--- src/stn_pkg.sv ---
package stn_pkg;

   localparam int MAX_NEIGHBORS_DEF = 8;
   localparam int NO_SKIP_ADDR_DEF  = 255;
   localparam int NLIST_SLOTS       = 8;
   localparam logic [15:0] RETRY_RESET = 16'd160;

   localparam logic [7:0] MSG_ASK  = 8'd1;
   localparam logic [7:0] MSG_YES  = 8'd2;
   localparam logic [7:0] MSG_CHK  = 8'd3;
   localparam logic [7:0] MSG_FREQ = 8'd4;
   localparam logic [7:0] MSG_FRES = 8'd5;

   localparam logic [2:0] ST_POLL      = 3'd0;
   localparam logic [2:0] ST_HANDLED   = 3'd1;
   localparam logic [2:0] ST_NOT_TAKEN = 3'd2;
   localparam logic [2:0] ST_MALFORMED = 3'd3;
   localparam logic [2:0] ST_REFLECTED = 3'd4;

   localparam logic [2:0] REG_NODE_ID = 3'd0;
   localparam logic [2:0] REG_NCOUNT  = 3'd1;
   localparam logic [2:0] REG_NLIST   = 3'd2;
   localparam logic [2:0] REG_START   = 3'd3;
   localparam logic [2:0] REG_RETRY   = 3'd4;

   typedef enum logic [1:0] {
      PH_IDLE   = 2'd0,
      PH_ACTIVE = 2'd1,
      PH_TERM   = 2'd2,
      PH_DONE   = 2'd3
   } phase_type;

   typedef enum logic [2:0] {
      S_WAIT,
      S_START,
      S_DECIDE,
      S_SEND,
      S_MSG,
      S_OUT0,
      S_OUT1
   } ctl_state_type;

   typedef enum logic [2:0] {
      CMD_NONE,
      CMD_LOAD,
      CMD_START,
      CMD_SEND,
      CMD_MSG
   } cmd_type;

   typedef struct packed {
      cmd_type cmd;
      logic    out_sel;
   } ctl_type;

   typedef struct packed {
      logic       pend_nz;
      logic       send_done;
      logic [1:0] ntx;
   } dp_stat_type;

   typedef struct packed {
      logic        op;
      logic [31:0] now;
      logic        tx_ok;
      logic [7:0]  msg_type;
      logic [7:0]  msg_root;
      logic [7:0]  msg_src;
      logic [1:0]  msg_len;
   } item_type;

   typedef struct packed {
      logic [2:0] t;
      logic [7:0] r;
      logic [7:0] d;
   } tx_type;

endpackage

--- src/stn_req_if.sv ---
interface stn_req_if;
   logic        valid;
   logic        ready;
   logic        op;
   logic [31:0] now;
   logic        tx_ok;
   logic [7:0]  msg_type;
   logic [7:0]  msg_root;
   logic [7:0]  msg_src;
   logic [1:0]  msg_len;

   modport source (output valid, op, now, tx_ok, msg_type, msg_root, msg_src, msg_len,
                   input ready);
   modport sink (input valid, op, now, tx_ok, msg_type, msg_root, msg_src, msg_len,
                 output ready);
endinterface

--- src/stn_rsp_if.sv ---
interface stn_rsp_if;
   logic       valid;
   logic       ready;
   logic       tx_valid;
   logic [2:0] tx_type;
   logic [7:0] tx_root;
   logic [7:0] tx_dst;
   logic [2:0] status;
   logic [1:0] phase;
   logic       last;

   modport source (output valid, tx_valid, tx_type, tx_root, tx_dst, status, phase, last,
                   input ready);
   modport sink (input valid, tx_valid, tx_type, tx_root, tx_dst, status, phase, last,
                 output ready);
endinterface

--- src/spanning_tree_election_node_core.sv ---
// A message is handled directly; a poll, or a message that arrives while destinations
//   are still pending, instead scans the pending list, stepping over skipped destinations.
// One transaction is taken at a time; a new one is not accepted until its results are taken,
//   and the send scan walks one pending destination per cycle.
// Reset (synchronous, active high): phase idle, counters clear, retry delay 160;
//   the child table is not cleared.
module spanning_tree_election_node_core #(
   parameter int MAX_NEIGHBORS = stn_pkg::MAX_NEIGHBORS_DEF,
   parameter int NO_SKIP_ADDR  = stn_pkg::NO_SKIP_ADDR_DEF
) (
   input  logic        clock,
   input  logic        reset,
   stn_req_if.sink     req_chan,
   stn_rsp_if.source   rsp_chan,
   input  logic        csr_psel,
   input  logic        csr_penable,
   input  logic        csr_pwrite,
   input  logic [5:0]  csr_paddr,
   input  logic [63:0] csr_pwdata,
   output logic [63:0] csr_prdata,
   output logic        csr_pready
);
   import stn_pkg::*;

   ctl_type     ctl;
   dp_stat_type stat;
   item_type    item;
   logic        cfg_we;

   assign item.op       = req_chan.op;
   assign item.now      = req_chan.now;
   assign item.tx_ok    = req_chan.tx_ok;
   assign item.msg_type = req_chan.msg_type;
   assign item.msg_root = req_chan.msg_root;
   assign item.msg_src  = req_chan.msg_src;
   assign item.msg_len  = req_chan.msg_len;

   assign csr_pready = 1'b1;
   assign cfg_we     = csr_psel & csr_penable & csr_pwrite;

   stn_ctrl u_ctrl (
      .clock     (clock),
      .reset     (reset),
      .req_valid (req_chan.valid),
      .req_ready (req_chan.ready),
      .rsp_valid (rsp_chan.valid),
      .rsp_ready (rsp_chan.ready),
      .stat      (stat),
      .ctl       (ctl)
   );

   stn_datapath #(
      .MAX_NEIGHBORS (MAX_NEIGHBORS),
      .NO_SKIP_ADDR  (NO_SKIP_ADDR)
   ) u_dp (
      .clock        (clock),
      .reset        (reset),
      .ctl          (ctl),
      .stat         (stat),
      .item         (item),
      .cfg_we       (cfg_we),
      .cfg_idx      (csr_paddr[5:3]),
      .cfg_wdata    (csr_pwdata),
      .cfg_rdata    (csr_prdata),
      .out_tx_valid (rsp_chan.tx_valid),
      .out_tx_type  (rsp_chan.tx_type),
      .out_tx_root  (rsp_chan.tx_root),
      .out_tx_dst   (rsp_chan.tx_dst),
      .out_status   (rsp_chan.status),
      .out_phase    (rsp_chan.phase)
   );

   assign rsp_chan.last = ctl.out_sel | (stat.ntx != 2'd2);

`ifndef SYNTHESIS
   a_ready_excl: assert property (@(posedge clock) disable iff (reset)
      req_chan.ready |-> !rsp_chan.valid) else $error("ready while result pending");
   a_busy_after_accept: assert property (@(posedge clock) disable iff (reset)
      (req_chan.valid && req_chan.ready) |=> !req_chan.ready)
      else $error("accepted two transactions back to back");
   a_first_sends: assert property (@(posedge clock) disable iff (reset)
      (rsp_chan.valid && !rsp_chan.last) |-> rsp_chan.tx_valid)
      else $error("non-final result without a message");
`endif
endmodule

--- src/stn_ctrl.sv ---
module stn_ctrl (
   input  logic                clock,
   input  logic                reset,
   input  logic                req_valid,
   output logic                req_ready,
   output logic                rsp_valid,
   input  logic                rsp_ready,
   input  stn_pkg::dp_stat_type stat,
   output stn_pkg::ctl_type     ctl
);
   import stn_pkg::*;

   ctl_state_type state_ff, state_in;

   always_ff @(posedge clock) begin
      if (reset) begin
         state_ff <= S_WAIT;
      end else begin
         state_ff <= state_in;
      end
   end

   always_comb begin
      state_in    = state_ff;
      req_ready   = 1'b0;
      rsp_valid   = 1'b0;
      ctl.cmd     = CMD_NONE;
      ctl.out_sel = 1'b0;
      unique case (state_ff)
         S_WAIT: begin
            req_ready = 1'b1;
            if (req_valid) begin
               ctl.cmd  = CMD_LOAD;
               state_in = S_START;
            end
         end
         S_START: begin
            ctl.cmd  = CMD_START;
            state_in = S_DECIDE;
         end
         S_DECIDE: begin
            state_in = stat.pend_nz ? S_SEND : S_MSG;
         end
         S_SEND: begin
            ctl.cmd = CMD_SEND;
            if (stat.send_done) state_in = S_OUT0;
         end
         S_MSG: begin
            ctl.cmd  = CMD_MSG;
            state_in = S_OUT0;
         end
         S_OUT0: begin
            rsp_valid = 1'b1;
            if (rsp_ready) state_in = (stat.ntx == 2'd2) ? S_OUT1 : S_WAIT;
         end
         S_OUT1: begin
            rsp_valid   = 1'b1;
            ctl.out_sel = 1'b1;
            if (rsp_ready) state_in = S_WAIT;
         end
         default: state_in = S_WAIT;
      endcase
   end
endmodule

--- src/stn_datapath.sv ---
module stn_datapath #(
   parameter int MAX_NEIGHBORS = stn_pkg::MAX_NEIGHBORS_DEF,
   parameter int NO_SKIP_ADDR  = stn_pkg::NO_SKIP_ADDR_DEF
) (
   input  logic                 clock,
   input  logic                 reset,
   input  stn_pkg::ctl_type     ctl,
   output stn_pkg::dp_stat_type stat,
   input  stn_pkg::item_type    item,
   input  logic                 cfg_we,
   input  logic [2:0]           cfg_idx,
   input  logic [63:0]          cfg_wdata,
   output logic [63:0]          cfg_rdata,
   output logic                 out_tx_valid,
   output logic [2:0]           out_tx_type,
   output logic [7:0]           out_tx_root,
   output logic [7:0]           out_tx_dst,
   output logic [2:0]           out_status,
   output logic [1:0]           out_phase
);
   import stn_pkg::*;

   localparam logic [3:0] MAXN = 4'(MAX_NEIGHBORS);
   localparam logic [7:0] NOSKIP = 8'(NO_SKIP_ADDR);

   logic [7:0]  node_id_ff, node_id_in;
   logic [3:0]  ncount_ff, ncount_in;
   logic [63:0] nlist_ff, nlist_in;
   logic [31:0] start_ff, start_in;
   logic [15:0] retry_ff, retry_in;

   phase_type   phase_ff, phase_in;
   logic [7:0]  root_ff, root_in;
   logic [7:0]  parent_ff, parent_in;
   logic [3:0]  reply_ff, reply_in;
   logic [3:0]  check_ff, check_in;
   logic [3:0]  child_ff, child_in;
   logic [3:0]  pend_ff, pend_in;
   logic [7:0]  skip_ff, skip_in;
   logic [31:0] resume_ff, resume_in;
   logic [7:0]  tab_ff [NLIST_SLOTS];
   logic        tab_we;
   logic [2:0]  tab_wa;

   item_type    item_ff, item_in;
   logic [2:0]  status_ff, status_in;
   logic [1:0]  ntx_ff, ntx_in;
   tx_type      tx0_ff, tx0_in, tx1_ff, tx1_in;

   logic [3:0]  nn;
   logic        is_nb, dup, good, done;
   logic [3:0]  pm1, rp1, cp1;
   logic [7:0]  dst;
   tx_type      txs;

   always_comb begin
      nn = (ncount_ff > MAXN) ? MAXN : ncount_ff;
      is_nb = 1'b0;
      dup   = 1'b0;
      for (int i = 0; i < NLIST_SLOTS; i++) begin
         if (4'(i) < nn && nlist_ff[8*i +: 8] == item_ff.msg_src) is_nb = 1'b1;
         if (4'(i) < child_ff && tab_ff[i] == item_ff.msg_src) dup = 1'b1;
      end
      pm1 = pend_ff - 4'd1;
      rp1 = reply_ff + 4'd1;
      cp1 = check_ff + 4'd1;
      dst = (phase_ff == PH_TERM) ? tab_ff[pm1[2:0]] : nlist_ff[8*pm1[2:0] +: 8];
   end

   always_comb begin
      node_id_in = node_id_ff;
      ncount_in  = ncount_ff;
      nlist_in   = nlist_ff;
      start_in   = start_ff;
      retry_in   = retry_ff;
      phase_in   = phase_ff;
      root_in    = root_ff;
      parent_in  = parent_ff;
      reply_in   = reply_ff;
      check_in   = check_ff;
      child_in   = child_ff;
      pend_in    = pend_ff;
      skip_in    = skip_ff;
      resume_in  = resume_ff;
      item_in    = item_ff;
      status_in  = status_ff;
      ntx_in     = ntx_ff;
      tx0_in     = tx0_ff;
      tx1_in     = tx1_ff;
      tab_we     = 1'b0;
      tab_wa     = child_ff[2:0];
      done       = 1'b0;
      good       = 1'b0;
      txs        = '0;

      unique case (ctl.cmd)
         CMD_LOAD: begin
            item_in   = item;
            ntx_in    = 2'd0;
            tx0_in    = '0;
            tx1_in    = '0;
            status_in = ST_POLL;
         end
         CMD_START: begin
            if (phase_ff == PH_IDLE && item_ff.now > resume_ff) begin
               phase_in = PH_ACTIVE;
               root_in  = node_id_ff;
               pend_in  = nn;
               skip_in  = NOSKIP;
            end
         end
         CMD_SEND: begin
            status_in = item_ff.op ? ST_NOT_TAKEN : ST_POLL;
            if (resume_ff > item_ff.now || pend_ff == 4'd0) begin
               done = 1'b1;
            end else if (dst == skip_ff) begin
               pend_in = pm1;
            end else if (item_ff.tx_ok) begin
               done    = 1'b1;
               pend_in = pm1;
               ntx_in  = 2'd1;
               if (phase_ff == PH_TERM) begin
                  tx0_in = '{t: MSG_FREQ[2:0], r: 8'd0, d: dst};
               end else begin
                  tx0_in = '{t: MSG_ASK[2:0], r: root_ff, d: dst};
               end
            end else begin
               done      = 1'b1;
               resume_in = item_ff.now + {16'd0, retry_ff};
            end
         end
         CMD_MSG: begin
            if (item_ff.op) begin
               priority if (item_ff.msg_type >= MSG_ASK && item_ff.msg_type <= MSG_CHK)
                  good = (item_ff.msg_len == 2'd2);
               else if (item_ff.msg_type == MSG_FREQ || item_ff.msg_type == MSG_FRES)
                  good = (item_ff.msg_len == 2'd1);
               else
                  good = 1'b0;
               if (!good) begin
                  status_in = ST_MALFORMED;
               end else if (!is_nb) begin
                  status_in = ST_REFLECTED;
                  ntx_in    = 2'd1;
                  tx0_in    = '{t: MSG_ASK[2:0],
                                r: (item_ff.msg_type >= MSG_FREQ) ? NOSKIP : item_ff.msg_root,
                                d: item_ff.msg_src};
               end else begin
                  status_in = ST_HANDLED;
                  if ((phase_ff == PH_IDLE && item_ff.msg_type == MSG_ASK) ||
                      (phase_ff == PH_ACTIVE && item_ff.msg_type == MSG_ASK &&
                       root_ff > item_ff.msg_root)) begin
                     // join the tree offered by the sender
                     phase_in  = PH_ACTIVE;
                     root_in   = item_ff.msg_root;
                     parent_in = item_ff.msg_src;
                     pend_in   = 4'd0;
                     check_in  = 4'd0;
                     child_in  = 4'd0;
                     reply_in  = 4'd1;
                     ntx_in    = 2'd1;
                     tx0_in    = '{t: MSG_YES[2:0], r: item_ff.msg_root, d: item_ff.msg_src};
                     if (nn == 4'd1) begin
                        ntx_in = 2'd2;
                        tx1_in = '{t: MSG_CHK[2:0], r: item_ff.msg_root, d: item_ff.msg_src};
                     end else begin
                        pend_in = nn;
                        skip_in = item_ff.msg_src;
                     end
                  end else if (phase_ff == PH_ACTIVE) begin
                     txs = '{t: MSG_CHK[2:0], r: root_ff, d: parent_ff};
                     if (item_ff.msg_type == MSG_ASK) begin
                        if (root_ff == item_ff.msg_root) begin
                           reply_in = rp1;
                           if (rp1 == nn && check_ff == child_ff) begin
                              ntx_in = 2'd1;
                              tx0_in = txs;
                           end
                        end
                     end else if (item_ff.msg_type == MSG_YES) begin
                        if (root_ff == item_ff.msg_root) begin
                           if (!dup && child_ff < MAXN) begin
                              tab_we   = 1'b1;
                              child_in = child_ff + 4'd1;
                           end
                           reply_in = rp1;
                           if (rp1 == nn && check_ff == child_in) begin
                              ntx_in = 2'd1;
                              tx0_in = txs;
                           end
                        end
                     end else if (item_ff.msg_type == MSG_CHK) begin
                        if (root_ff == item_ff.msg_root) begin
                           check_in = cp1;
                           if (reply_ff == nn && cp1 == child_ff) begin
                              if (root_ff == node_id_ff) begin
                                 pend_in  = child_ff;
                                 skip_in  = NOSKIP;
                                 phase_in = PH_TERM;
                                 check_in = 4'd0;
                              end else begin
                                 ntx_in = 2'd1;
                                 tx0_in = txs;
                              end
                           end
                        end
                     end else if (item_ff.msg_type == MSG_FREQ) begin
                        if (child_ff != 4'd0) begin
                           pend_in  = child_ff;
                           skip_in  = NOSKIP;
                           phase_in = PH_TERM;
                           check_in = 4'd0;
                        end else begin
                           phase_in = PH_DONE;
                           ntx_in   = 2'd1;
                           tx0_in   = '{t: MSG_FRES[2:0], r: 8'd0, d: parent_ff};
                        end
                     end
                  end else if (phase_ff == PH_TERM && item_ff.msg_type == MSG_FRES) begin
                     check_in = cp1;
                     if (cp1 == child_ff) begin
                        phase_in = PH_DONE;
                        if (node_id_ff != root_ff) begin
                           ntx_in = 2'd1;
                           tx0_in = '{t: MSG_FRES[2:0], r: 8'd0, d: parent_ff};
                        end
                     end
                  end
               end
            end
         end
         default: ;
      endcase

      if (cfg_we) begin
         unique case (cfg_idx)
            REG_NODE_ID: begin
               node_id_in = cfg_wdata[7:0];
               if (phase_ff == PH_IDLE) parent_in = cfg_wdata[7:0];
            end
            REG_NCOUNT: ncount_in = cfg_wdata[3:0];
            REG_NLIST:  nlist_in  = cfg_wdata;
            REG_START: begin
               start_in = cfg_wdata[31:0];
               if (phase_ff == PH_IDLE) resume_in = cfg_wdata[31:0];
            end
            REG_RETRY:  retry_in = cfg_wdata[15:0];
            default: ;
         endcase
      end
   end

   always_ff @(posedge clock) begin
      if (reset) begin
         node_id_ff <= '0;
         ncount_ff  <= '0;
         nlist_ff   <= '0;
         start_ff   <= '0;
         retry_ff   <= RETRY_RESET;
         phase_ff   <= PH_IDLE;
         root_ff    <= '0;
         parent_ff  <= '0;
         reply_ff   <= '0;
         check_ff   <= '0;
         child_ff   <= '0;
         pend_ff    <= '0;
         skip_ff    <= '0;
         resume_ff  <= '0;
         ntx_ff     <= '0;
      end else begin
         node_id_ff <= node_id_in;
         ncount_ff  <= ncount_in;
         nlist_ff   <= nlist_in;
         start_ff   <= start_in;
         retry_ff   <= retry_in;
         phase_ff   <= phase_in;
         root_ff    <= root_in;
         parent_ff  <= parent_in;
         reply_ff   <= reply_in;
         check_ff   <= check_in;
         child_ff   <= child_in;
         pend_ff    <= pend_in;
         skip_ff    <= skip_in;
         resume_ff  <= resume_in;
         ntx_ff     <= ntx_in;
      end
   end

   always_ff @(posedge clock) begin
      item_ff   <= item_in;
      status_ff <= status_in;
      tx0_ff    <= tx0_in;
      tx1_ff    <= tx1_in;
      if (tab_we) tab_ff[tab_wa] <= item_ff.msg_src;
   end

   always_comb begin
      unique case (cfg_idx)
         REG_NODE_ID: cfg_rdata = {56'd0, node_id_ff};
         REG_NCOUNT:  cfg_rdata = {60'd0, ncount_ff};
         REG_NLIST:   cfg_rdata = nlist_ff;
         REG_START:   cfg_rdata = {32'd0, start_ff};
         REG_RETRY:   cfg_rdata = {48'd0, retry_ff};
         default:     cfg_rdata = '0;
      endcase
   end

   assign stat.pend_nz   = (pend_ff != 4'd0);
   assign stat.send_done = done;
   assign stat.ntx       = ntx_ff;

   assign out_tx_valid = ctl.out_sel ? (ntx_ff == 2'd2) : (ntx_ff != 2'd0);
   assign out_tx_type  = ctl.out_sel ? tx1_ff.t : tx0_ff.t;
   assign out_tx_root  = ctl.out_sel ? tx1_ff.r : tx0_ff.r;
   assign out_tx_dst   = ctl.out_sel ? tx1_ff.d : tx0_ff.d;
   assign out_status   = status_ff;
   assign out_phase    = phase_ff;
endmodule

--- src/flat_wrapper.sv ---
// flat-port wrapper written by rule: the top's interface ports become plain ports
module spanning_tree_election_node_core_flat import stn_pkg::*;
#(
   parameter int MAX_NEIGHBORS = stn_pkg::MAX_NEIGHBORS_DEF,
   parameter int NO_SKIP_ADDR  = stn_pkg::NO_SKIP_ADDR_DEF
)
  (clock, reset, csr_psel, csr_penable, csr_pwrite, csr_paddr, csr_pwdata, csr_prdata, csr_pready, req_chan_valid, req_chan_op, req_chan_now, req_chan_tx_ok, req_chan_msg_type, req_chan_msg_root, req_chan_msg_src, req_chan_msg_len, req_chan_ready, rsp_chan_valid, rsp_chan_tx_valid, rsp_chan_tx_type, rsp_chan_tx_root, rsp_chan_tx_dst, rsp_chan_status, rsp_chan_phase, rsp_chan_last, rsp_chan_ready);
  stn_req_if req_chan_i ();
  stn_rsp_if rsp_chan_i ();
  input  logic clock;
  input  logic reset;
  input  logic csr_psel;
  input  logic csr_penable;
  input  logic csr_pwrite;
  input  logic [5:0] csr_paddr;
  input  logic [63:0] csr_pwdata;
  output logic [63:0] csr_prdata;
  output logic csr_pready;
  input wire logic [$bits(req_chan_i.valid)-1:0] req_chan_valid;
  input wire logic [$bits(req_chan_i.op)-1:0] req_chan_op;
  input wire logic [$bits(req_chan_i.now)-1:0] req_chan_now;
  input wire logic [$bits(req_chan_i.tx_ok)-1:0] req_chan_tx_ok;
  input wire logic [$bits(req_chan_i.msg_type)-1:0] req_chan_msg_type;
  input wire logic [$bits(req_chan_i.msg_root)-1:0] req_chan_msg_root;
  input wire logic [$bits(req_chan_i.msg_src)-1:0] req_chan_msg_src;
  input wire logic [$bits(req_chan_i.msg_len)-1:0] req_chan_msg_len;
  output wire logic [$bits(req_chan_i.ready)-1:0] req_chan_ready;
  output wire logic [$bits(rsp_chan_i.valid)-1:0] rsp_chan_valid;
  output wire logic [$bits(rsp_chan_i.tx_valid)-1:0] rsp_chan_tx_valid;
  output wire logic [$bits(rsp_chan_i.tx_type)-1:0] rsp_chan_tx_type;
  output wire logic [$bits(rsp_chan_i.tx_root)-1:0] rsp_chan_tx_root;
  output wire logic [$bits(rsp_chan_i.tx_dst)-1:0] rsp_chan_tx_dst;
  output wire logic [$bits(rsp_chan_i.status)-1:0] rsp_chan_status;
  output wire logic [$bits(rsp_chan_i.phase)-1:0] rsp_chan_phase;
  output wire logic [$bits(rsp_chan_i.last)-1:0] rsp_chan_last;
  input wire logic [$bits(rsp_chan_i.ready)-1:0] rsp_chan_ready;
  assign req_chan_i.valid = req_chan_valid;
  assign req_chan_i.op = req_chan_op;
  assign req_chan_i.now = req_chan_now;
  assign req_chan_i.tx_ok = req_chan_tx_ok;
  assign req_chan_i.msg_type = req_chan_msg_type;
  assign req_chan_i.msg_root = req_chan_msg_root;
  assign req_chan_i.msg_src = req_chan_msg_src;
  assign req_chan_i.msg_len = req_chan_msg_len;
  assign req_chan_ready = req_chan_i.ready;
  assign rsp_chan_valid = rsp_chan_i.valid;
  assign rsp_chan_tx_valid = rsp_chan_i.tx_valid;
  assign rsp_chan_tx_type = rsp_chan_i.tx_type;
  assign rsp_chan_tx_root = rsp_chan_i.tx_root;
  assign rsp_chan_tx_dst = rsp_chan_i.tx_dst;
  assign rsp_chan_status = rsp_chan_i.status;
  assign rsp_chan_phase = rsp_chan_i.phase;
  assign rsp_chan_last = rsp_chan_i.last;
  assign rsp_chan_i.ready = rsp_chan_ready;
  spanning_tree_election_node_core #(.MAX_NEIGHBORS(MAX_NEIGHBORS), .NO_SKIP_ADDR(NO_SKIP_ADDR)) u_core (.clock(clock), .reset(reset), .req_chan(req_chan_i), .rsp_chan(rsp_chan_i), .csr_psel(csr_psel), .csr_penable(csr_penable), .csr_pwrite(csr_pwrite), .csr_paddr(csr_paddr), .csr_pwdata(csr_pwdata), .csr_prdata(csr_prdata), .csr_pready(csr_pready));
endmodule
--- config.mk ---
export PLATFORM = sky130hd
export DESIGN_NAME = spanning_tree_election_node_core_flat
export DESIGN_NICKNAME = d
export VERILOG_FILES = /design/src/stn_pkg.sv /design/src/stn_req_if.sv /design/src/stn_rsp_if.sv /design/src/spanning_tree_election_node_core.sv /design/src/stn_ctrl.sv /design/src/stn_datapath.sv /design/src/flat_wrapper.sv
export SDC_FILE = /design/constraint.sdc
export NUM_CORES = 1
export LEC_CHECK = 0
export ABC_AREA = 1
export BUFFER_PORTS_ARGS = -buffer_cell sky130_fd_sc_hd__clkbuf_2
export CAP_MARGIN = 20
export CORE_UTILIZATION = 55
export CTS_CLUSTER_DIAMETER = 150
export DETAILED_ROUTE_END_ITERATION = 10
export PLACE_DENSITY = 0.75
export SLEW_MARGIN = 5
export SYNTH_ARGS = -nofsm -noshare
export SYNTH_HDL_FRONTEND = slang
export SYNTH_HIERARCHICAL = 1
export SYNTH_SLANG_ARGS = --single-unit
--- constraint.sdc ---
create_clock -name clock -period 7.35 [get_ports clock]
set_input_delay 1.1025 -clock clock [delete_from_list [all_inputs] [get_ports clock]]
set_output_delay 1.1025 -clock clock [all_outputs]
set_load 0.05 [all_outputs]
Word-level counts from Yosys, hierarchy flattened
Memories as Yosys holds them, arrays and structs flattened.
Index checks and enable logic that the tools add are counted.
- reduce and logical (&&, ||, !) cells: 63
- bitwise logic cells: 3
- mux-type cells: 220
- $add $sub $neg: 5
- divide/modulo/power cells: 0
- multipliers: 0
- shift operators: 1
- magnitude comparators: 24
- equality and inequality tests: 100
- operator list (cell ; number):
    19-bit two-way mux ; 29
    64-bit case mux with 5 select lines ; 1
    8-bit two-way mux ; 32
    32-bit two-way mux ; 7
    4-bit two-way mux ; 50
    8-bit equality test ; 19
    2-bit two-way mux ; 40
    32-bit > comparator ; 2
    64-bit by 7-bit variable part select with 8-bit output ; 1
    19-bit case mux with 3 select lines ; 1
    1-bit two-way mux ; 41
    4-bit inequality test (second input constant) ; 10
    19-bit case mux with 2 select lines ; 1
    5-bit inequality test (second input constant) ; 7
    32-bit by 16-bit adder with 32-bit output ; 1
    3-bit by 4-bit less-than comparator with 1-bit output (first input constant) ; 8
    8-bit inequality test (second input constant) ; 4
    8-bit case mux with 2 select lines ; 2
    3-bit two-way mux ; 10
    2-bit inequality test (second input constant) ; 14
    1-bit logical AND ; 26
    6-bit inequality test (second input constant) ; 4
    3-bit case mux with 7 select lines ; 1
    4-bit equality test ; 5
    51 further kinds ; 100
- bits of input ports: 137
- bits in writable memories: 64
- bits in read-only memories: 0
- word-level logic and storage cells: 447
- memories kept: 1
- bits in latches: 0
- output and inout bits: 93
- flip-flop bits (word level): 304
- memories (name ; depth ; width ; rd ports ; clocked after Yosys merged registers in ; write ports ; RTL line ; source):
    u_core.u_dp.tab_ff ; 8 ; 8 ; 9 ; 0 ; 1 ; stn_datapath.sv:41 ; logic [7:0] tab_ff [NLIST_SLOTS];

Longest topological paths before layout
Gate-level depths: netlist (run 1).
An unclocked memory read counts as a cell.
- depth after elaboration: 35
- gate-level depth with buffers: 26
- mapped depth without buffers: 25

Cells and area by module
The synthesis (run 1) kept the hierarchy.
- modules (own cells, without submodules) (module ; cells an instance ; area each (µm²) ; seq. area each (µm²) ; times used):
    stn_datapath ; 2701 ; 20703.6 ; 8898.5 ; 1
    stn_ctrl ; 55 ; 301.5 ; 60.1 ; 1
    spanning_tree_election_node_core ; 8 ; 37.5 ; 0.0 ; 1

Worst setup path before layout (run 1)
Ideal clock, no wire load.
- kind: input port to flip-flop
- start: in req_chan_valid
- end: reg u_core/u_dp/item_ff[0] (netlist name), enable pin
- cell stages on the path: 4
- arrival: 5.547 ns
- buffers on the path: 0
- data required time: 6.798 ns
- library setup time: 0.552 ns
- setup slack: 1.251 ns
- cells stage by stage: inv_1 o22ai_1 inv_1 nor3_1
- RTL lines (item ; RTL line ; source):
    from (decl) ; flat_wrapper.sv:19 ; input wire logic [$bits(req_chan_i.valid)-1:0] req_chan_valid;
    to (signal assigned) ; stn_datapath.sv:290 ; item_ff <= item_in;
    to (decl) ; stn_datapath.sv:45 ; item_type item_ff, item_in;

Final worst setup path (run 1)
- start: reg u_core.u_dp.pend_ff[0]
- end: reg u_core.u_dp.resume_ff[28]
- word-level cells in the longest chain between the ends: 10
- elaborated cells on any way between the ends: 13
- those cells by class: add/sub: 1; eq/ne: 1; shift: 1; mux: 7; reduce/logical: 2; memory: 1
- ends and longest elaborated chain (item ; RTL line ; source):
    from (decl) ; stn_datapath.sv:38 ; logic [3:0] pend_ff, pend_in;
    from (signal assigned) ; stn_datapath.sv:282 ; pend_ff <= pend_in;
    4-bit by 1-bit subtractor with 4-bit output ; stn_datapath.sv:64 ; pm1 = pend_ff - 4'd1;
    64-bit by 7-bit variable part select with 8-bit output or memory 8 x 8 bit (tied branches) ; - ;
    8-bit two-way mux ; stn_datapath.sv:67 ; dst = (phase_ff == PH_TERM) ? tab_ff[pm1[2:0]] : nlist_ff[8*pm1[2:0] +: 8];
    8-bit equality test ; stn_datapath.sv:116 ; end else if (dst == skip_ff) begin
    32-bit two-way mux ; stn_datapath.sv:116 ;
    32-bit two-way mux (*) ; stn_datapath.sv:114 ; if (resume_ff > item_ff.now || pend_ff == 4'd0) begin
    32-bit two-way mux (*) ; stn_datapath.sv:96 ; unique case (ctl.cmd)
    32-bit two-way mux ; stn_datapath.sv:245 ; if (phase_ff == PH_IDLE) resume_in = cfg_wdata[31:0];
    32-bit two-way mux ; stn_datapath.sv:236 ; unique case (cfg_idx)
    32-bit two-way mux (*) ; stn_datapath.sv:235 ; if (cfg_we) begin
    to (signal assigned) ; stn_datapath.sv:284 ; resume_ff <= resume_in;
    to (decl) ; stn_datapath.sv:40 ; logic [31:0] resume_ff, resume_in;
Mark *: on every way between the ends. The rest lies on a longest branch, timed or not.
A chain may end at the register's enable or synchronous reset.

==> results of run 1 <==
-- cell usage in the layout, fill, tap and decap left out, types with 5 or more instances in the layout --
cell type	count
a21oi_1	268
o22ai_1	32
a22oi_1	8
a21oi_2	11
clkbuf_1	6
nand4_1	37
nand2_2	20
nand3_1	122
nand2_1	501
nand3b_1	6
ha_1	62
o221ai_1	11
a31oi_1	5
clkinv_2	6
o21ai_0	251
mux2_2	16
nor4_1	9
o211ai_1	54
inv_2	23
a221oi_1	8
or2_2	6
clkbuf_2	226
xor2_1	46
nor2_1	309
clkinv_1	6
dfxtp_1	202
nor3_1	26
buf_4	24
o21ai_1	15
xnor2_1	43
clkbuf_16	47
inv_1	319
nor2_2	8
edfxtp_1	163
-- cells by family (layout without fill, tap and decap cells) --
| family | after synthesis | in the layout |
|---|---|---|
| AO/OA/AOI/OAI | 688 | 688 |
| XOR/XNOR | 90 | 90 |
| adder cells (fa/ha/maj) | 63 | 63 |
| buffers and inverters | 482 | 670 |
| flip-flops | 366 | 366 |
| multiplexers | 16 | 16 |
| other | 1 | 1 |
| AND/OR/NAND/NOR | 1058 | 1058 |
-- layout make-up --
class	instances	area share, %
clock buffers	58	5.295
well taps	511	2.690
clock inverters	16	0.7948
repair buffers	250	5.543
inverters	346	5.480
multi-input cells	1916	42.50
flip-flops and latches	366	37.69
-- synth_stat cells (all sizes together) --
| library cell | instances | area share [%] |
|---|---|---|
| nand2 | 522 | 9.6 |
| inv | 343 | 6.1 |
| nor2 | 318 | 5.8 |
| a21oi | 279 | 6.8 |
| o21ai | 268 | 6.4 |
| dfxtp | 203 | 19 |
| edfxtp | 163 | 23 |
| nand3 | 125 | 3.1 |
| clkbuf | 70 | 1.3 |
| buf | 66 | 2.1 |
| ha | 62 | 3.7 |
| o211ai | 54 | 1.9 |
| xor2 | 46 | 1.9 |
| xnor2 | 44 | 1.9 |
| nand4 | 37 | 1.1 |
| o22ai | 32 | 0.95 |
| nor3 | 29 | 0.74 |
| mux2 | 16 | 0.86 |
| o221ai | 11 | 0.46 |
| nor4 | 10 | 0.33 |
| a221oi | 9 | 0.40 |
| a22oi | 8 | 0.29 |
| nand3b | 6 | 0.21 |
| or2 | 6 | 0.18 |
| a31oi | 5 | 0.15 |
| a211oi | 3 | 0.11 |
| a21boi | 3 | 0.11 |
| a22o | 3 | 0.12 |
| clkinv | 3 | 0.054 |
| o2111ai | 3 | 0.12 |
| o31ai | 3 | 0.11 |
| nor3b | 2 | 0.071 |
| o211a | 2 | 0.095 |
| and3 | 1 | 0.030 |
| conb | 1 | 0.018 |
| fa | 1 | 0.095 |
| nand2b | 1 | 0.030 |
| o2111a | 1 | 0.054 |
| o21bai | 1 | 0.036 |
| o311ai | 1 | 0.042 |
| o32ai | 1 | 0.042 |
| o41ai | 1 | 0.042 |
| or4 | 1 | 0.036 |
-- report_power, final --
| part | switching (uW) | internal, uW |
|---|---|---|
| sequential | 168 | 2540 |
| clock | 857 | 1340 |
| combinational | 2460 | 921 |
-- layer usage --
layer	GRT usage, %	vias up	share of wire (%)
li1	-	9583	-
met1	45.50	9295	43
met5	0	-	0
met3	4.917	174	8.7
met4	13.84	0	3.9
met2	53.36	1052	45
-- path summary, 6_finish.rpt --
check	start	to	slack, ns
hold / removal	u_core/u_dp/start_ff[27]	u_core/u_dp/start_ff[27]	0.45
hold reg to reg	u_core/u_dp/start_ff[27]	u_core/u_dp/start_ff[27]	0.45
setup reg to reg	u_core/u_dp/pend_ff[0]	u_core/u_dp/resume_ff[28]	2.26
setup / recovery	u_core/u_dp/pend_ff[0]	u_core/u_dp/resume_ff[28]	2.26
-- sequential cells by signal, indices dropped and copies added, names as in the netlist, 16 cells and up --
name	count
u_core/u_dp/retry_ff	16
u_core/u_dp/tx0_ff	19
u_core/u_dp/start_ff	32
u_core/u_dp/nlist_ff	64
u_core/u_dp/item_ff	60
u_core/u_dp/tx1_ff	17
u_core/u_dp/tab_ff	64
u_core/u_dp/resume_ff	32
-- tightest hold or removal path, delay by kind of cell, from the launching register on --
kind,cells,cell delay [ns]
flops,1,0.30
buf+inv,1,0.06
compound gates,1,0.05
-- per-stage QoR --
step	hold slack (ns)	total power, uW	cell area (um^2)
final	0.4498	8277	23770
after global routing	0.4727	8703	23770
after CTS	0.4479	8234	23760
after detailed placement	0.4395	6034	22310
after global placement	0.4312	5951	22310
after floorplan	0.4217	5171	21040
==> flow_metrics.tcl, run 1 <==
set metrics [dict create \
    yosysSeqAreaShare_pct 42.57 \
    tns_ns 0 \
    worstMarginPinSlew_ns 1.065 \
    place_ws_ns 2.428 \
    grt_first_pass_wirelength_mm 101.8 \
    p_leak_uw 0.009987 \
    rr_worst_depth 17 \
    dp_hpwl_mm 47.22 \
    setup_slack_ns 2.260 \
    required_ns 7.83 \
    grt_start_max_net_pins 110 \
    relSlewSlack_pct 28.86 \
    grt_pass1_vias 18754 \
    yosys.area_share.simple_pct 21.20 \
    utilization_pct 63.11 \
    post_cts_buffers 0 \
    synth.net_count 2964 \
    path_buf_inv 3 \
    cts_tree "yes" \
    crit_fanout 55 \
    post_cts_resized 0 \
    clkTransAtPathRegs_ns 0.06 \
    multi_input_area_mm2 0.01010 \
    yosysUniqueCellTypes 63 \
    syn_area_per_cell_um2 7.613 \
    cap_viol_max_count 0 \
    clock_latency_ns 0.57 \
    initial_core_util_pct 55.87 \
    grt_overflow 0 \
    hold_viol_final 0 \
    synth_adder_area_share_pct 3.782 \
    synth_xor_area_share_pct 3.782 \
    antenna_cells 0 \
    period_share_pct 69.25 \
    drive_gt1_share_pct 14.02 \
    max_clock_freq_mhz 196.5 \
    hold_class "flip-flop to flip-flop" \
    vdd_ir_drop_max_uv 231.9 \
    wire_per_inst_um 19.04 \
    syn_inst 2764 \
    crit_arrival_ns 5.57 \
    power_density_mw_per_mm2 348.2 \
    wirelength_mm 65.95 \
    synth_warnings 6 \
    first_pass_iters 7 \
    num-nets-final 3121 \
    synth_compound_area_share_pct 18.30 \
    drv_slew 0 \
    antenna_found_initial 0 \
    gp_congestion 0.9764 \
    netlist_area_mm2 0.02104 \
    die_area_mm2 0.03905 \
    cp-end-kind "flip-flop" \
    fin_cells 3463 \
    fillers 3407 \
    cts_sinks 366 \
    status "completed" \
    drtIter0Drc 2092 \
    pin_count 230 \
    rsz0062_at_grt "false" \
    htree_levels 2 \
    core_mm2 0.03767 \
    vias 20104 \
    crit_path_start_kind "flip-flop" \
    synth-seq-cells 366 \
    fin_skew_ns 0.01450 \
    cp_slowest_cell "ha_1" \
    fin_crit_ns 5.090 \
    synth_mux_area_share_pct 0.8562 \
    cts_max_path_buffers 3 \
    via_per_inst 5.805 \
    slowest_delay_ns 0.87 \
    crit_chain "inv_4, ha_1, inv_2, a21oi_1, o21ai_1, nand3_1, o211ai_1, nand2_1, xor2_1, nor2_1, nand2_1, nor2_2, nor2_4, nand3_4, inv_2, nand3_1, a22oi_1" \
    antenna_left 0 \
    holdBufCountCts 0 \
    crit_family "buffers and inverters" \
    ff_latch_area_mm2 0.008960 \
    dieHeight_um 197.6 \
    port_buffers 225 \
    worstHoldPathCells 2 \
    setup_violations 0 \
    area_delta_synth_final_pct 12.96 \
    grt_use_total_pct 33.49 \
    numCtsBuffers 41 \
    synth_top_family_by_area "simple AND/OR/NAND/NOR gates" \
    drc 0 \
    critical_path_class "flip-flop to flip-flop" \
    row_count 71 \
    dp_cells 3388 \
    cts_root_buffer "clkbuf_16" \
    chipWidth_um 197.6 \
    cp_num_cells 17 \
]
Power figures use the tool's default switching activity.
==> inputs of run 2 (changes only) <==
--- a/config.mk
+++ b/config.mk
@@ -8,10 +8,10 @@
 export ABC_AREA = 1
 export BUFFER_PORTS_ARGS = -buffer_cell sky130_fd_sc_hd__clkbuf_2
 export CAP_MARGIN = 20
-export CORE_UTILIZATION = 55
+export CORE_UTILIZATION = 54
 export CTS_CLUSTER_DIAMETER = 150
 export DETAILED_ROUTE_END_ITERATION = 10
-export PLACE_DENSITY = 0.75
+export PLACE_DENSITY = 0.77
 export SLEW_MARGIN = 5
 export SYNTH_ARGS = -nofsm -noshare
 export SYNTH_HDL_FRONTEND = slang
==> constraint.sdc (replaced) <==
create_clock -name clock -period 4.3 [get_ports clock]
set_input_delay 0.645 -clock clock [delete_from_list [all_inputs] [get_ports clock]]
set_output_delay 0.645 -clock clock [all_outputs]
set_load 0.05 [all_outputs]
==> flow_metrics.tcl, run 2 (synthesis results as in run 1) <==
set metrics [dict create \
    drive_gt1_share_pct 15.11 \
    post_dp_cell_area_mm2 0.02259 \
    drc 0 \
    antenna_cells 0 \
    holdBufCountCts 0 \
    pwr-share-clk_pct 25.8 \
    grt_overflow 0 \
    status "completed" \
    cts_sinks 366 \
    crit_fanout 29 \
    row_count 71 \
    dp_hpwl_mm 47.77 \
    dieHeight_um 199.4 \
    gp_congestion 0.9918 \
    num-nets-final 3153 \
    cts_max_path_buffers 3 \
    path_common_cell "nor2_1" \
    rsz0062_at_grt "false" \
    wirelength_mm 66.53 \
    place_ws_ns 0.5577 \
    port_buffers 225 \
    finalPower_uw 14110 \
    cts_tree "yes" \
    crit_arrival_ns 4.42 \
    required_ns 4.80 \
    relSlewSlack_pct 35.37 \
    cp_slowest_cell "inv_2" \
    hold_viol_final 0 \
    max_clock_freq_mhz 255.0 \
    grt_use_total_pct 33.45 \
    final_area_mm2 0.02399 \
    setup_slack_ns 0.3786 \
    top_regs "u_core/u_dp/nlist_ff (64), u_core/u_dp/tab_ff (64), u_core/u_dp/item_ff (60)" \
    p_int_uw 8140 \
    wire_per_inst_um 19.03 \
    tns_ns 0 \
    numCtsBuffers 41 \
    combPwrFrac_pct 41.1 \
    htree_levels 2 \
    grt_pass1_vias 19050 \
    via_per_inst 5.827 \
    p_leak_uw 0.01013 \
    setup_violations 0 \
    chipWidth_um 199.4 \
    vdd_ir_drop_max_uv 418.2 \
    clkTransAtPathRegs_ns 0.06 \
    crit_chain "inv_1, ha_1, inv_2, a21oi_1, o21ai_1, nand2_1, o211ai_1, nand2_1, xor2_1, nor2_1, nand3_1, nor2_2, nor2_4, nand3_4, inv_2, nand2_1, nor2_1, nor2_1, nor2_1" \
    worstMarginPinSlew_ns 0.9659 \
    netSwitchingPower_uw 5966 \
    critical_path_class "flip-flop to flip-flop" \
    post_cts_buffers 0 \
    antenna_left 0 \
    core_mm2 0.03802 \
    crit_path_start_kind "flip-flop" \
    initial_core_util_pct 55.34 \
    p_seq_share_pct 33.1 \
    final_cell_mix "nand2_1 (501), inv_1 (319), nor2_1 (310)" \
    pin_count 230 \
    antenna_found_initial 0 \
    fin_crit_ns 3.921 \
    power_density_mw_per_mm2 588.0 \
    slowest_delay_ns 0.53 \
    cap_viol_max_count 0 \
    fin_skew_ns 0.02917 \
    grt_first_pass_wirelength_mm 103.2 \
    post_cts_resized 0 \
    period_share_pct 91.19 \
    drv_slew 0 \
    layout_commonest_cell "nand2_1" \
    area_delta_synth_final_pct 14.00 \
    cts_root_buffer "clkbuf_16" \
    switching_share_pct 42.29 \
    first_pass_iters 6 \
    grt_start_max_net_pins 80 \
    drtIter0Drc 2205 \
    die_area_mm2 0.03976 \
    vias 20370 \
    hold_class "input port to flip-flop" \
    clock_latency_ns 0.58 \
    cp-end-kind "flip-flop" \
]
-- run 2: layout make-up --
class	instances	area [um^2]
fillers	3463	14030
clock buffers	57	1210
multi-input cells	1916	10110
repair buffers	282	1579
inverters	346	1303
flip-flops and latches	366	8960
clock inverters	18	191.4
well taps	511	639.4
-- run 2: layer usage --
metal / vias up / GRT usage (%) / routed length (um)
met5: - / 0 / 0
met4: 0 / 14.50 / 2601
met3: 175 / 4.203 / 6353
met2: 1163 / 53.50 / 29920
met1: 9390 / 45.48 / 27660
li1: 9642 / - / -
-- run 2: critical path: cells and delay by family, from the launching register on --
family,cells,cell delay (ns)
DFF,1,0.36
buffers and inverters,3,1.04
AOI/OAI and AO/OA,3,0.47
adders and majority gates,1,0.47
xor gates and xnor gates,1,0.20
and+or+nand+nor,11,1.27
-- run 2: metrics by stage --
| step | utilization (%) | hold WS, ns | std cells |
|---|---|---|---|
| after floorplan | - | 0.4217 | 2764 |
| after global placement | 59.41 | 0.4309 | 3421 |
| after detailed placement | 59.41 | 0.4354 | 3421 |
| after CTS | 63.09 | 0.2204 | 3496 |
| after global routing | 63.09 | 0.2320 | 3496 |
| final | 63.09 | 0.2412 | 3496 |
-- run 2: power by group through the flow --
stage / Sequential (uW) / Clock [uW] / Combinational [uW]
2_1_floorplan: 4700 / 0 / 4120
3_3_place_gp: 4720 / 0 / 5540
3_5_place_dp: 4730 / 0 / 5640
4_1_cts: 4670 / 3670 / 5680
5_1_grt: 4730 / 3810 / 6270
6_report: 4680 / 3640 / 5790
-- run 2: path summary, 6_finish.rpt --
path / startpoint / endpoint / slack, ns / cells after the start
worst max-delay path: u_core/u_dp/pend_ff[1] / u_core/u_dp/resume_ff[31] / 0.38 / 19
worst min-delay path: req_chan_now[7] / u_core/u_dp/item_ff[34] / 0.24 / 1
worst max register to register: u_core/u_dp/pend_ff[1] / u_core/u_dp/resume_ff[31] / 0.38 / 19
worst min register to register: u_core/u_dp/start_ff[31] / u_core/u_dp/start_ff[31] / 0.44 / 2
